**src/hdl/ssaw_pkg.sv**
```systemverilog
// Package for the selective-repeat sender window: register indexes, status
// codes, field widths and reset values. Used by every file under hdl/.
package ssaw_pkg;

    localparam int WINDOW_SLOTS_DEF = 16;

    localparam int COUNT_W = 32;   // fragment_count, indexes, window base
    localparam int FBYTES_W = 16;  // fragment_bytes
    localparam int TBYTES_W = 31;  // total_bytes and acked byte count
    localparam int CFG_IDX_W = 2;
    localparam int CFG_DATA_W = 32;

    localparam logic [CFG_IDX_W-1:0] REG_FRAGMENT_COUNT = 2'd0;
    localparam logic [CFG_IDX_W-1:0] REG_FRAGMENT_BYTES = 2'd1;
    localparam logic [CFG_IDX_W-1:0] REG_TOTAL_BYTES = 2'd2;

    localparam logic KIND_START = 1'b0;
    localparam logic KIND_ACK = 1'b1;

    localparam logic [1:0] STATUS_DROPPED = 2'd0;
    localparam logic [1:0] STATUS_ACCEPTED = 2'd1;
    localparam logic [1:0] STATUS_COMPLETE = 2'd2;
    localparam logic [1:0] STATUS_STARTED = 2'd3;

    localparam logic [FBYTES_W-1:0] FRAGMENT_BYTES_RST = 16'd1024;
    localparam logic [TBYTES_W-1:0] BYTES_MAX = {TBYTES_W{1'b1}};

endpackage

```
**src/hdl/ssaw_rem_unit.sv**
```systemverilog
// Iterative remainder unit: total_bytes mod fragment_bytes, one quotient
// bit per cycle (restoring). Depends on ssaw_pkg for field widths.
module ssaw_rem_unit
    import ssaw_pkg::*;
(
    input  logic                clk,
    input  logic                rst_n,
    input  logic                start,
    input  logic [TBYTES_W-1:0] dividend,
    input  logic [FBYTES_W-1:0] divisor,
    output logic                busy,
    output logic [FBYTES_W-1:0] remainder
);

    localparam int STEP_W = $clog2(TBYTES_W + 1);

    logic [STEP_W-1:0]   step_reg, step_next;
    logic [TBYTES_W-1:0] dvd_reg, dvd_next;
    logic [FBYTES_W-1:0] dvs_reg, dvs_next;
    logic [FBYTES_W-1:0] rem_reg, rem_next;
    logic [FBYTES_W:0]   trial;

    always_comb
    begin
        step_next = step_reg;
        dvd_next = dvd_reg;
        dvs_next = dvs_reg;
        rem_next = rem_reg;
        trial = {rem_reg, dvd_reg[TBYTES_W-1]};
        if (start)
        begin
            step_next = STEP_W'(TBYTES_W);
            dvd_next = dividend;
            dvs_next = divisor;
            rem_next = '0;
        end
        else if (step_reg != '0)
        begin
            // partial remainder stays below the divisor, so it fits 16 bits
            if (trial >= {1'b0, dvs_reg})
                rem_next = FBYTES_W'(trial - {1'b0, dvs_reg});
            else
                rem_next = trial[FBYTES_W-1:0];
            dvd_next = {dvd_reg[TBYTES_W-2:0], 1'b0};
            step_next = step_reg - STEP_W'(1);
        end
    end

    always_ff @(posedge clk or negedge rst_n)
    begin
        if (!rst_n)
        begin
            step_reg <= '0;
            dvd_reg <= '0;
            dvs_reg <= '0;
            rem_reg <= '0;
        end
        else
        begin
            step_reg <= step_next;
            dvd_reg <= dvd_next;
            dvs_reg <= dvs_next;
            rem_reg <= rem_next;
        end
    end

    assign busy = (step_reg != '0);
    assign remainder = rem_reg;

endmodule

```
**src/hdl/sender_selective_ack_window.sv**
```systemverilog
// Top level of the selective-repeat sender window: sequencer, window state
// and config registers. Depends on ssaw_pkg and ssaw_rem_unit.
//
// Usage:
//  - Input channel (in_valid/in_stall): kind 0 starts a transfer, kind 1
//    carries an ack for fragment acked_index. One transaction is taken at a
//    time; in_stall stays high while an item is being worked on.
//  - Output channel (out_valid/out_stall): one transaction per send request
//    (send_request=1), then one closing transaction with last=1 and the
//    status of the item. A one-entry output register sits between the
//    sequencer and the port, so results wait there while out_stall is high
//    and the sequencer simply holds its place.
//  - Steps from accept to the closing result: a dropped ack passes CHECK
//    and CLOSE; a completing ack CHECK, ADD, CMP and CLOSE; an accepted ack
//    also SLIDE, one slot per step, before CLOSE; a start passes START, one
//    send per step, then CLOSE. The next item is taken once the sequencer
//    is back in IDLE; output stalls add to this.
//  - Config writes to fragment_bytes or total_bytes restart the serial
//    remainder unit; in_stall is held until it finishes.
//  - Reset clears the window, the byte count, config registers to their
//    defaults and the output register.
module sender_selective_ack_window
    import ssaw_pkg::*;
#(
    parameter int WINDOW_SLOTS = WINDOW_SLOTS_DEF
)
(
    input  logic                  clk,
    input  logic                  rst_n,
    // configuration write port
    input  logic                  cfg_we,
    input  logic [CFG_IDX_W-1:0]  cfg_index,
    input  logic [CFG_DATA_W-1:0] cfg_data,
    // input channel
    input  logic                  in_valid,
    output logic                  in_stall,
    input  logic                  kind,
    input  logic [COUNT_W-1:0]    acked_index,
    // output channel
    output logic                  out_valid,
    input  logic                  out_stall,
    output logic                  send_request,
    output logic [COUNT_W-1:0]    send_index,
    output logic [1:0]            status,
    output logic [TBYTES_W-1:0]   acked_bytes,
    output logic                  last
);

    localparam int OFF_W = $clog2(WINDOW_SLOTS);
    localparam int SLOT_CNT_W = $clog2(WINDOW_SLOTS + 1);

    typedef enum logic [2:0] {
        ST_IDLE,
        ST_START,
        ST_CHECK,
        ST_ADD,
        ST_CMP,
        ST_SLIDE,
        ST_CLOSE
    } state_t;

    // config
    logic [COUNT_W-1:0]  frag_count_reg, frag_count_next;
    logic [FBYTES_W-1:0] frag_bytes_reg, frag_bytes_next;
    logic [TBYTES_W-1:0] total_bytes_reg, total_bytes_next;

    // sequencer and window state
    state_t                  state_reg, state_next;
    logic [COUNT_W-1:0]      idx_reg, idx_next;
    logic [COUNT_W-1:0]      base_reg, base_next;
    logic [WINDOW_SLOTS-1:0] ack_bits_reg, ack_bits_next;
    logic [TBYTES_W-1:0]     bytes_reg, bytes_next;
    logic                    done_reg, done_next;
    logic                    is_last_reg, is_last_next;
    logic [1:0]              item_status_reg, item_status_next;
    logic [SLOT_CNT_W-1:0]   slot_reg, slot_next;

    // output register
    logic                out_valid_reg, out_valid_next;
    logic                send_request_reg, send_request_next;
    logic [COUNT_W-1:0]  send_index_reg, send_index_next;
    logic [1:0]          status_reg, status_next;
    logic [TBYTES_W-1:0] acked_bytes_reg, acked_bytes_next;
    logic                last_reg, last_next;

    // remainder unit
    logic                rem_start;
    logic [TBYTES_W-1:0] rem_dividend;
    logic [FBYTES_W-1:0] rem_divisor;
    logic                rem_busy;
    logic [FBYTES_W-1:0] rem_value;

    // datapath
    logic                in_fire;
    logic                can_emit;
    logic [COUNT_W:0]    offset;
    logic                in_window;
    logic [OFF_W-1:0]    slot_off;
    logic [FBYTES_W-1:0] frag_len;
    logic [TBYTES_W:0]   byte_sum;
    logic [COUNT_W:0]    slide_frag;

    assign in_stall = (state_reg != ST_IDLE) || rem_busy;
    assign in_fire = in_valid && !in_stall;
    assign can_emit = !out_valid_reg || !out_stall;

    // new remainder whenever either operand is written
    assign rem_start = cfg_we
        && ((cfg_index == REG_FRAGMENT_BYTES) || (cfg_index == REG_TOTAL_BYTES));
    assign rem_dividend = (cfg_we && cfg_index == REG_TOTAL_BYTES)
        ? cfg_data[TBYTES_W-1:0] : total_bytes_reg;
    assign rem_divisor = (cfg_we && cfg_index == REG_FRAGMENT_BYTES)
        ? cfg_data[FBYTES_W-1:0] : frag_bytes_reg;

    ssaw_rem_unit u_rem (
        .clk       (clk),
        .rst_n     (rst_n),
        .start     (rem_start),
        .dividend  (rem_dividend),
        .divisor   (rem_divisor),
        .busy      (rem_busy),
        .remainder (rem_value)
    );

    // window test: idx - base without borrow and below the slot count
    assign offset = {1'b0, idx_reg} - {1'b0, base_reg};
    assign in_window = !offset[COUNT_W] && (offset[COUNT_W-1:0] < COUNT_W'(WINDOW_SLOTS));
    assign slot_off = offset[OFF_W-1:0];

    // short last fragment counts the remainder, a zero remainder a full one
    always_comb
    begin
        if (frag_bytes_reg == '0)
            frag_len = '0;
        else if (is_last_reg && rem_value != '0)
            frag_len = rem_value;
        else
            frag_len = frag_bytes_reg;
    end

    assign byte_sum = {1'b0, bytes_reg} + (TBYTES_W + 1)'(frag_len);
    assign slide_frag = {1'b0, base_reg} + (COUNT_W + 1)'(WINDOW_SLOTS);

    always_comb
    begin
        frag_count_next = frag_count_reg;
        frag_bytes_next = frag_bytes_reg;
        total_bytes_next = total_bytes_reg;
        state_next = state_reg;
        idx_next = idx_reg;
        base_next = base_reg;
        ack_bits_next = ack_bits_reg;
        bytes_next = bytes_reg;
        done_next = done_reg;
        is_last_next = is_last_reg;
        item_status_next = item_status_reg;
        slot_next = slot_reg;
        out_valid_next = out_valid_reg;
        send_request_next = send_request_reg;
        send_index_next = send_index_reg;
        status_next = status_reg;
        acked_bytes_next = acked_bytes_reg;
        last_next = last_reg;

        if (cfg_we)
        begin
            case (cfg_index)
                REG_FRAGMENT_COUNT: frag_count_next = cfg_data[COUNT_W-1:0];
                REG_FRAGMENT_BYTES: frag_bytes_next = cfg_data[FBYTES_W-1:0];
                REG_TOTAL_BYTES:    total_bytes_next = cfg_data[TBYTES_W-1:0];
                default: ;
            endcase
        end

        if (out_valid_reg && !out_stall)
            out_valid_next = 1'b0;

        case (state_reg)
            ST_IDLE:
            begin
                if (in_fire)
                begin
                    idx_next = acked_index;
                    if (kind == KIND_START)
                    begin
                        ack_bits_next = '0;
                        base_next = '0;
                        bytes_next = '0;
                        done_next = 1'b0;
                        slot_next = '0;
                        item_status_next = STATUS_STARTED;
                        state_next = ST_START;
                    end
                    else
                        state_next = ST_CHECK;
                end
            end

            ST_START:
            begin
                // fragments 0..W-1 that exist, while base is zero
                if (total_bytes_reg == '0 || slot_reg == SLOT_CNT_W'(WINDOW_SLOTS)
                    || COUNT_W'(slot_reg) >= frag_count_reg)
                    state_next = ST_CLOSE;
                else if (can_emit)
                begin
                    out_valid_next = 1'b1;
                    send_request_next = 1'b1;
                    send_index_next = COUNT_W'(slot_reg);
                    status_next = item_status_reg;
                    acked_bytes_next = bytes_reg;
                    last_next = 1'b0;
                    slot_next = slot_reg + SLOT_CNT_W'(1);
                end
            end

            ST_CHECK:
            begin
                is_last_next = (({1'b0, idx_reg} + (COUNT_W + 1)'(1))
                    == {1'b0, frag_count_reg});
                if (done_reg || !in_window || ack_bits_reg[slot_off])
                begin
                    item_status_next = STATUS_DROPPED;
                    state_next = ST_CLOSE;
                end
                else
                begin
                    ack_bits_next[slot_off] = 1'b1;
                    state_next = ST_ADD;
                end
            end

            ST_ADD:
            begin
                bytes_next = byte_sum[TBYTES_W] ? BYTES_MAX : byte_sum[TBYTES_W-1:0];
                state_next = ST_CMP;
            end

            ST_CMP:
            begin
                if (bytes_reg >= total_bytes_reg)
                begin
                    done_next = 1'b1;
                    item_status_next = STATUS_COMPLETE;
                    state_next = ST_CLOSE;
                end
                else
                begin
                    item_status_next = STATUS_ACCEPTED;
                    state_next = ST_SLIDE;
                end
            end

            ST_SLIDE:
            begin
                // one slot per cycle while the output register can take a result; zeros shift in, so at most W steps
                if (!ack_bits_reg[0])
                    state_next = ST_CLOSE;
                else if (can_emit)
                begin
                    ack_bits_next = {1'b0, ack_bits_reg[WINDOW_SLOTS-1:1]};
                    base_next = base_reg + COUNT_W'(1);
                    if (slide_frag < {1'b0, frag_count_reg})
                    begin
                        out_valid_next = 1'b1;
                        send_request_next = 1'b1;
                        send_index_next = slide_frag[COUNT_W-1:0];
                        status_next = item_status_reg;
                        acked_bytes_next = bytes_reg;
                        last_next = 1'b0;
                    end
                end
            end

            ST_CLOSE:
            begin
                if (can_emit)
                begin
                    out_valid_next = 1'b1;
                    send_request_next = 1'b0;
                    send_index_next = '0;
                    status_next = item_status_reg;
                    acked_bytes_next = bytes_reg;
                    last_next = 1'b1;
                    state_next = ST_IDLE;
                end
            end

            default: state_next = ST_IDLE;
        endcase
    end

    always_ff @(posedge clk or negedge rst_n)
    begin
        if (!rst_n)
        begin
            frag_count_reg <= '0;
            frag_bytes_reg <= FRAGMENT_BYTES_RST;
            total_bytes_reg <= '0;
            state_reg <= ST_IDLE;
            idx_reg <= '0;
            base_reg <= '0;
            ack_bits_reg <= '0;
            bytes_reg <= '0;
            done_reg <= 1'b0;
            is_last_reg <= 1'b0;
            item_status_reg <= STATUS_DROPPED;
            slot_reg <= '0;
            out_valid_reg <= 1'b0;
            send_request_reg <= 1'b0;
            send_index_reg <= '0;
            status_reg <= STATUS_DROPPED;
            acked_bytes_reg <= '0;
            last_reg <= 1'b0;
        end
        else
        begin
            frag_count_reg <= frag_count_next;
            frag_bytes_reg <= frag_bytes_next;
            total_bytes_reg <= total_bytes_next;
            state_reg <= state_next;
            idx_reg <= idx_next;
            base_reg <= base_next;
            ack_bits_reg <= ack_bits_next;
            bytes_reg <= bytes_next;
            done_reg <= done_next;
            is_last_reg <= is_last_next;
            item_status_reg <= item_status_next;
            slot_reg <= slot_next;
            out_valid_reg <= out_valid_next;
            send_request_reg <= send_request_next;
            send_index_reg <= send_index_next;
            status_reg <= status_next;
            acked_bytes_reg <= acked_bytes_next;
            last_reg <= last_next;
        end
    end

    assign out_valid = out_valid_reg;
    assign send_request = send_request_reg;
    assign send_index = send_index_reg;
    assign status = status_reg;
    assign acked_bytes = acked_bytes_reg;
    assign last = last_reg;

endmodule

```
**config.mk**
```make
export PLATFORM = sky130hd
export DESIGN_NAME = sender_selective_ack_window
export DESIGN_NICKNAME = d
export VERILOG_FILES = /design/src/hdl/ssaw_pkg.sv /design/src/hdl/ssaw_rem_unit.sv /design/src/hdl/sender_selective_ack_window.sv
export SDC_FILE = /design/constraint.sdc
export NUM_CORES = 1
export LEC_CHECK = 0
export BUFFER_PORTS_ARGS = -buffer_cell sky130_fd_sc_hd__buf_2
export CORE_MARGIN = 10
export CORE_UTILIZATION = 55
export CTS_CLUSTER_DIAMETER = 50
export DETAILED_ROUTE_END_ITERATION = 16
export HOLD_SLACK_MARGIN = 0.08
export MAX_ROUTING_LAYER = met4
export PLACE_DENSITY = 0.74
export REMOVE_ABC_BUFFERS = 1
export SETUP_SLACK_MARGIN = 0.5
export SYNTH_ARGS = -nofsm -noshare
export SYNTH_HDL_FRONTEND = slang
export SYNTH_SLANG_ARGS = --single-unit
```
**constraint.sdc**
```tcl
create_clock -name clk -period 11.98 [get_ports clk]
set_input_delay 2.396 -clock clk [delete_from_list [all_inputs] [get_ports clk]]
set_output_delay 2.396 -clock clk [all_outputs]
set_load 0.03 [all_outputs]
```
* Word-level counts from Yosys, hierarchy flattened *
Cells that the tools add are included.
Widths: inputs -> output; s select.

word-level totals
  bits in registers = 338
  logic and storage cells = 201

cells by class
  bitwise logic cells = 1
  add/sub/neg operators = 8
  eq/ne operators = 23
  mux-type cells = 90
  order comparisons = 7
  reduce and logical (&&, ||, !) cells = 49

operators by type and width
  cell                   number
  $mux 31                11
  $mux 32                10
  $mux 16                11
  $pmux 32 s3            1
  $pmux 31 s3            1
  $pmux 32 s2            1
  $pmux 31 s2            1
  $pmux 16 s3            1
  $add 32x1->33 const B  1
  $add 32x5->33 const B  1
  $eq 33x32->1           1
  $lt 33x32->1           1
  $sub 32x32->33         1
  $add 31x16->32         1
  $add 32x1->32 const B  1
  $ge 5x32->1            1
  $lt 32x5->1 const B    1
  $ge 31x31->1           1
  $logic_not 31->1       1
  $mux 5                 6
  $ne 2x2->1 const B     13
  $mux 2                 11
  $mux 1                 21
  $pmux 3 s7             1
  other kinds (36)       78

* Logic depth before layout (Yosys ltp) *
Gate-level depths: netlist of run 1.

  word-level depth = 8
  mapped depth = 21

* Cells and area by module *
From an unflattened synthesis of run 1, not the netlist that was laid out.

unflattened totals
  cells, all modules = 2345
  area, all modules = 22153.7 um2

modules (own cells, without submodules)
  module                       cells each  instances  sequential area each (um2)  area an instance (um2)
  sender_selective_ack_window  1931        1          6757.7                      18240.0
  ssaw_rem_unit                414         1          1701.6                      3913.8

* Worst setup path before layout of run 1 *
OpenSTA, ideal clock, no wires.

  path kind = reg-to-reg
  from = reg base_reg[4]
  to = reg acked_bytes_reg[2] (netlist: acked_bytes[2])
  library setup time = 0.125 ns
  slack = 6.957 ns
  required time = 11.855 ns
  period minus slack after synthesis = 5.023 ns
  cell stages (with the launch flop) = 21
  arrival time = 4.899 ns
  buffers on the path = 1
  cells stage by stage = dfrtp_1 > nand3_1 > nor4_1 > nand3_1 > nor4_1 > and3_1 > and2_1 > nand2_1 > xnor2_1 > ha_1 > a21o_1 > a21oi_1 > nor2b_1 > o31a_1 > o21a_1 > a311o_1 > o22ai_1 > and2_1 > or2_2 > clkbuf_1 > mux2_2

on the way
  word-level cells in the longest chain between the ends = 4

RTL lines
  element                            RTL line                            source
  start: declaration                 sender_selective_ack_window.sv:70   logic [COUNT_W-1:0] base_reg, base_next;
  start signal: assignment           sender_selective_ack_window.sv:323  base_reg <= base_next;
  $add 32x5->33                      sender_selective_ack_window.sv:142  assign slide_frag = {1'b0, base_reg} + (COUNT_W + 1)'(WINDOW_SLOTS);
  $lt 33x32->1                       sender_selective_ack_window.sv:263  if (slide_frag < {1'b0, frag_count_reg})
  $ne 2x2->1 (no source line)        n/a
  $reduce_and 5->1 (no source line)  n/a
  end signal: assignment             sender_selective_ack_window.sv:334  acked_bytes_reg <= acked_bytes_next;
  end: declaration                   sender_selective_ack_window.sv:83   logic [TBYTES_W-1:0] acked_bytes_reg, acked_bytes_next;

Every way passes these cells.
A chain may end at the register's enable or synchronous reset.

* Final worst setup path of run 1 *
  from = reg base_reg[4]
  to = reg acked_bytes_reg[27] (netlist: acked_bytes[27])

The elaborated chain is that of the path after synthesis.

==> impl_metrics.yaml, run 1 <==
run_status:
  status: "completed"
synth:
  syn_area_per_cell_sq_um: 9.092
  ys_seq_elements: 338
  ys.flop_type: "dfrtp_1"
  synth_warnings: 0
  synth_edf_count: 0
  syn_inst: 2359
  synth-async-reset-ratio: 1.000
  ys_seq_area_frac: 0.3944
  synth.cell_area_sq_um: 21450
  yosysUniqueCellTypes: 92
clock_tree:
  post_cts_buffers: 0
  cts_tree: "yes"
  cts.sinks: 338
  cts_max_level: 2
  numCtsBuffers: 43
  cts_hold_buf: 0
  clk-insertion-delay-late_ps: 590
  clock-root-buffer: "clkbuf_16"
  clk_pin_slew_worst_paths_ps: 60
  ctsResizeCount: 0
  clockBufferDepth: 3
timing:
  holdWs_ps: 487.6
  hold_violations: 0
  period_share: 0.5187
  setup_viol: 0
  drv_slew: 0
  clock_skew_ps: 38.49
  fmax_ghz: 0.1609
  period_needed_ps: 6214
  fin_ws_ps: 5766
  max_slew_margin: 0.1322
  tightest_slew_ps: 1296
  rsz0062_at_grt: "false"
  finalSetupTns_ps: 0
hold_path:
  hp-class: "flip-flop to flip-flop"
floorplanning:
  initial_core_util: 0.5550
  ios: 141
  die_x_microns: 217.5
  die_h_microns: 217.5
  die-area_sq_um: 47300
  rows: 72
  core_sq_um: 38650
global_routing:
  grt_pass1_vias: 18910
  grt_max_degree: 84
  grt_overflow_total: 0
  antenna_found_initial: 3
  grt_pass1_wl_microns: 102000
  grt.total_usage: 0.2759
critical_path:
  cp.required_ps: 12420
  r2r_slack_ps: 5770
  cp_max_fo: 28
  cp.arrival_ps: 6660
  cp-start-kind: "flip-flop"
  cp-end-kind: "flip-flop"
  path_class: "flip-flop to flip-flop"
power:
  powerDensity_nw_per_um2: 197.3
  irDropWorstVdd_uv: 193.6
  leakagePower_nw: 11.20
finish:
  utilization: 0.6230
  drive_above_1_share: 0.1591
  nNetsFinal: 2683
  area_growth_pct: 12.26
  final_area_sq_um: 24080
detailed_routing:
  wl_microns: 64180
  drt_iter0_drc: 1436
  first_pass_iters: 5
  antenna_left: 0
  num_vias: 18570
  wire_per_inst_microns: 21.24
  via_per_inst: 6.144
  drc: 0
placement:
  dpl_cell_area_sq_um: 22580
  routabilityCongestion: 0.9616
  place_hpwl_microns: 48580
  portBuffers: 140
  place_ws_ps: 5803
job:
  drv_cap: 0
==> worst max-delay path, stage by stage (launching register included) <==
cell     delay, ps
dfrtp_1        460
nand3_1        210
nor4_1         550
nand3_1        370
nor4_1         600
and3_1         320
and2_1         220
nand2_1         80
xnor2_1        210
ha_1           280
a21o_1         180
a21oi_1        150
nor2b_1         60
o31a_1         280
o21a_1         170
a311o_1        350
o22ai_1        410
and2_1         290
nor2_4         160
buf_4          320
mux2_1         370
==> synth_stat cells (all sizes together), types with 10 or more instances <==
library cell	n	area (sq um)
dfrtp	337	8433
a21o	40	302.8
clkbuf	73	276.5
o31ai	13	97.59
or3	19	120.1
a31oi	45	281.5
nand4	32	200.2
a21oi	115	583.1
nand3	60	312.8
a211oi	23	177.7
o21a	17	127.6
nor3	37	185.2
xor2	41	359.1
o211ai	20	155.1
and4	12	105.1
nand2	366	1374
mux2i	15	150.1
inv	150	563.0
xnor2	89	779.5
buf	24	123.9
nor2	153	579.3
a32o	28	280.3
nor4	38	244.0
mux2	118	1329
o21ai	124	620.6
nand2b	16	100.1
and2	10	63.81
and3	38	242.7
nor2b	16	100.1
ha	141	1764
==> final timing paths <==
path | start | to | cells past startpoint
min in group asynchronous | rst_n | ack_bits_reg[6] | 1
setup / recovery | base_reg[4] | acked_bytes[27] | 20
hold reg to reg | send_index[5] | send_index[5] | 1
max in group asynchronous | rst_n | bytes_reg[10] | 3
setup reg to reg | base_reg[4] | acked_bytes[27] | 20
hold / removal | send_index[5] | send_index[5] | 1
==> cells by family (layout without fill, tap and decap cells) <==
logic type | after synthesis | after routing | share of synthesized area
flip-flops | 338 | 338 | 0.3944
other | 0 | 3 | 0
adder cells (fa/ha/maj) | 144 | 144 | 0.08505
AO/OA/AOI/OAI | 523 | 523 | 0.1630
AND/OR/NAND/NOR | 836 | 836 | 0.1845
buffers and inverters | 250 | 392 | 0.04574
multiplexers | 138 | 138 | 0.07420
XOR/XNOR | 130 | 130 | 0.05309
==> layer usage <==
layer  up-vias  share of wire  track usage  wire, microns
li1       8680              -            -              -
met1      9057           0.42       0.3360          26850
met2       670           0.47       0.4465          30270
met3       161          0.064      0.04341           4112
met4         0          0.046       0.1230           2944
met5         -              0            -              0
==> placed cells by master (no fill, tap or decap), drive strengths merged, types with 55 or more instances in the layout <==
master and n:
buf 161, clkbuf 55, xnor2 89, nor2 153, a21oi 115, ha 141, inv 158, nand2 366
mux2 118, nand3 60, o21ai 124, dfrtp 337
==> power breakdown <==
part,internal (mW),switching [mW]
Combinational,0.698,0.999
Clock,0.817,0.534
Sequential,1.40,0.305
==> per-stage QoR <==
step,std cells,total power [mW]
6_report,3022,4.751
5_1_grt,3022,5.049
4_1_cts,3019,4.764
3_5_place_dp,2940,3.391
3_3_place_gp,2940,3.320
2_1_floorplan,2261,2.853
==> final cells by class <==
| cell class | instances | area (sq um) |
|---|---|---|
| flip-flops and latches | 338 | 8459 |
| repair buffers | 161 | 868.3 |
| diodes | 3 | 7.507 |
| clock inverters | 24 | 304.0 |
| clock buffers | 55 | 1182 |
| fillers | 3240 | 14570 |
| well taps | 518 | 648.1 |
| multi-input cells | 1771 | 12040 |
| inverters | 152 | 570.5 |
(Power assumes the default switching activity.)
==> run 2: changes to the inputs <==
--- a/config.mk
+++ b/config.mk
@@ -5,6 +5,7 @@
 export SDC_FILE = /design/constraint.sdc
 export NUM_CORES = 1
 export LEC_CHECK = 0
+export ABC_AREA = 1
 export BUFFER_PORTS_ARGS = -buffer_cell sky130_fd_sc_hd__buf_2
 export CORE_MARGIN = 10
 export CORE_UTILIZATION = 55
@@ -12,7 +13,7 @@
 export DETAILED_ROUTE_END_ITERATION = 16
 export HOLD_SLACK_MARGIN = 0.08
 export MAX_ROUTING_LAYER = met4
-export PLACE_DENSITY = 0.74
+export PLACE_DENSITY = 0.77
 export REMOVE_ABC_BUFFERS = 1
 export SETUP_SLACK_MARGIN = 0.5
 export SYNTH_ARGS = -nofsm -noshare
==> constraint.sdc (replaced) <==
create_clock -name clk -period 5.2 [get_ports clk]
set_input_delay 1.04 -clock clk [delete_from_list [all_inputs] [get_ports clk]]
set_output_delay 1.04 -clock clk [all_outputs]
set_load 0.03 [all_outputs]
==> run 2 against run 1 <==
  * Non-clock buffer count up 3
  * Critical endpoint is now send_index[28]
  * Largest power group is now combinational cells
  * Critical path type unchanged
  * Routed wire length up 18%
  * Critical path depth down 1
  * Final area up 5.6%
  * Worst hold slack worse by 24 ps
  * Global-route usage up 3.0 points
==> impl_metrics.yaml, run 2 <==
run_status:
  status: "completed"
critical_path:
  rr_startpoint: "base_reg[4]"
  max_stage_delay_ps: 550
  cp.arrival_ps: 4920
  crit_family: "simple AND/OR/NAND/NOR gates"
  rr_endpoint: "send_index[28]"
  cp_cell_sequence: "inv_1 > nor2_1 > nand3_1 > nor2_1 > nand2_1 > xor2_1 > inv_1 > ha_1 > nand2_1 > nor2_1 > a211oi_1 > nor2_1 > nor3_2 > nand3_1 > o21ai_4 > nand2_2 > buf_4 > nand2_1 > nand2_1"
  crit_buf_inv: 3
  cp_slowest_cell: "dfrtp_1"
  cp.required_ps: 5650
  cp_max_fo: 24
  path_class: "flip-flop to flip-flop"
  worstRegToRegCells: 19
  r2r_slack_ps: 730
  cp-end-kind: "flip-flop"
  cp-start-kind: "flip-flop"
placement:
  portBuffers: 140
  place_hpwl_microns: 57890
  routabilityCongestion: 1.019
  place_ws_ps: 854.9
timing:
  period_needed_ps: 4467
  drv_slew: 0
  tightest_slew_ps: 1205
  max_slew_margin: 0.1960
  fin_ws_ps: 733.2
  period_share: 0.8590
  setup_viol: 0
  clock_skew_ps: 31.47
  fmax_ghz: 0.2239
  rsz0062_at_grt: "false"
  hold_violations: 0
synth:
  syn_inst: 3180
  ys.flop_type: "dfrtp_1"
  synth_mux_area_frac: 0
  synth_warnings: 0
  synth-xor-area-share: 0.04299
  syn_area_per_cell_sq_um: 7.111
  synthAdderAreaFrac: 0.08067
  synth_edf_count: 0
  yosysUniqueCellTypes: 52
  ys_seq_elements: 338
  synth.most_common_cell: "nand2_1"
  synth.cell_area_sq_um: 22610
  synth-simple-area-share: 0.2912
  synth-async-reset-ratio: 1.000
  synth_compound_area_frac: 0.1174
  yosys-top-cells-count: "nand2_1, inv_1, dfrtp_1, nor2_1, o21ai_0"
  ys_seq_area_frac: 0.3741
  synth_top_family_by_area: "simple AND/OR/NAND/NOR gates"
  ys_top_cells_by_area: "dfrtp_1, nand2_1, ha_1"
  synth.largest_area_cell: "dfrtp_1"
  yosysTopAreaCellShare: 0.3729
clock_tree:
  cts_tree: "yes"
  numCtsBuffers: 45
  cts_hold_buf: 0
  clk_pin_slew_worst_paths_ps: 60
  clockBufferDepth: 3
  cts.sinks: 338
  clock-root-buffer: "clkbuf_16"
  clk-insertion-delay-late_ps: 600
  cts_max_level: 2
power:
  finalPower_mw: 10.56
  powerDensity_nw_per_um2: 415.4
  irDropWorstVdd_uv: 369.1
  leakagePower_nw: 13.32
floorplanning:
  die_h_microns: 222.8
  ios: 141
  rows: 74
  die_x_microns: 222.8
  die-area_sq_um: 49620
  initial_core_util: 0.5551
  core_sq_um: 40740
finish:
  area_growth_pct: 12.46
  drive_above_1_share: 0.08990
  layout_commonest_cell: "nand2_1"
  nNetsFinal: 3517
  fillers: 3686
  final_cell_mix: "nand2_1, inv_1, dfrtp_1, nor2_1, o21ai_0"
job:
  drv_cap: 0
detailed_routing:
  first_pass_iters: 7
  wl_microns: 75570
  drc: 0
  num_vias: 21970
  drt_iter0_drc: 2102
  antenna_left: 0
  via_per_inst: 5.675
  wire_per_inst_microns: 19.52
hold_path:
  hold_path_end: "send_index[17]"
  hp-class: "flip-flop to flip-flop"
  min_path_cells: 2
  hp-start: "send_index[17]"
global_routing:
  grt_pass1_vias: 21300
  grt.total_usage: 0.3055
  grt_pass1_wl_microns: 118300
  grt_overflow_total: 0
  antenna_found_initial: 2
  grt_max_degree: 107
==> run 2: cell count changes after synthesis, sizes merged, moves of 61 or more <==
cell and delta:
nand3 +114, xnor2 -61, nor2 +101, inv +298, o21ai +108, mux2 -118
nand2 +592
==> run 2: tightest hold or removal path, delay by kind of cell (launching register included) <==
| kind | cells | cell delay, ps |
|---|---|---|
| flip-flops | 1 | 340 |
| AND/OR/NAND/NOR | 2 | 90 |
==> run 2: logic make-up after synthesis <==
| logic type | after synthesis |
|---|---|
| adders and majority gates | 144 |
| and+or+nand+nor | 1567 |
| xor gates and xnor gates | 111 |
| DFF | 338 |
| AOI/OAI and AO/OA | 481 |
| buffers and inverters | 539 |
==> run 2: worst max path at each step <==
stage,cells after the start,startpoint,end
detailed placement,20,base_reg[4],send_index[30]
finish,19,base_reg[4],send_index[28]
CTS,20,base_reg[4],send_index[28]
floorplan,8,state_reg[0],acked_bytes[0]
global route,22,u_rem.remainder[7],bytes_reg[30]
global placement,22,u_rem.remainder[7],bytes_reg[26]
==> run 2: what timing repair did <==
action,4_1_cts,5_1_grt
buffers inserted,0,3
resized for setup,0,7
endpoints found under the setup margin,0,71
==> run 2: layer usage <==
metal / track usage / routed length, microns
met5: - / 0
met4: 0.1545 / 4115
met3: 0.03584 / 4391
met2: 0.4888 / 35560
met1: 0.3768 / 31500
==> run 2: where the power goes <==
group          switching, mW  internal [mW]
Combinational           2.48           1.17
Clock                   1.30           2.00
Sequential             0.466           3.15
==> run 2: cell type report <==
| class | instances | area (sq um) | share of cell area |
|---|---|---|---|
| Antenna cell | 2 | 5.005 | 0.0001968 |
| Clock buffer | 57 | 1262 | 0.04965 |
| Clock inverter | 26 | 339.1 | 0.01333 |
| Inverter | 448 | 1685 | 0.06628 |
| Multi-Input combinational cell | 2303 | 12090 | 0.4755 |
| Sequential cell | 338 | 8459 | 0.3327 |
| Tap cell | 532 | 665.6 | 0.02618 |
| Timing Repair Buffer | 164 | 915.9 | 0.03602 |
| Timing Repair inverter | 1 | 5.005 | 0.0001968 |
==> run 2: metrics by stage <==
stage / std cells / cell area [sq um] / hold WS, ps / TNS (ps) / utilization
final: 3871 / 25430 / 463.9 / 0 / 0.6242
after global routing: 3871 / 25430 / 485.5 / 0 / 0.6242
after CTS: 3865 / 25370 / 468.8 / 0 / 0.6228
after detailed placement: 3782 / 23770 / 454.1 / 0 / 0.5834
after global placement: 3782 / 23770 / 450.2 / 0 / 0.5834
after floorplan: 3089 / 22180 / 436.2 / -40980 / -
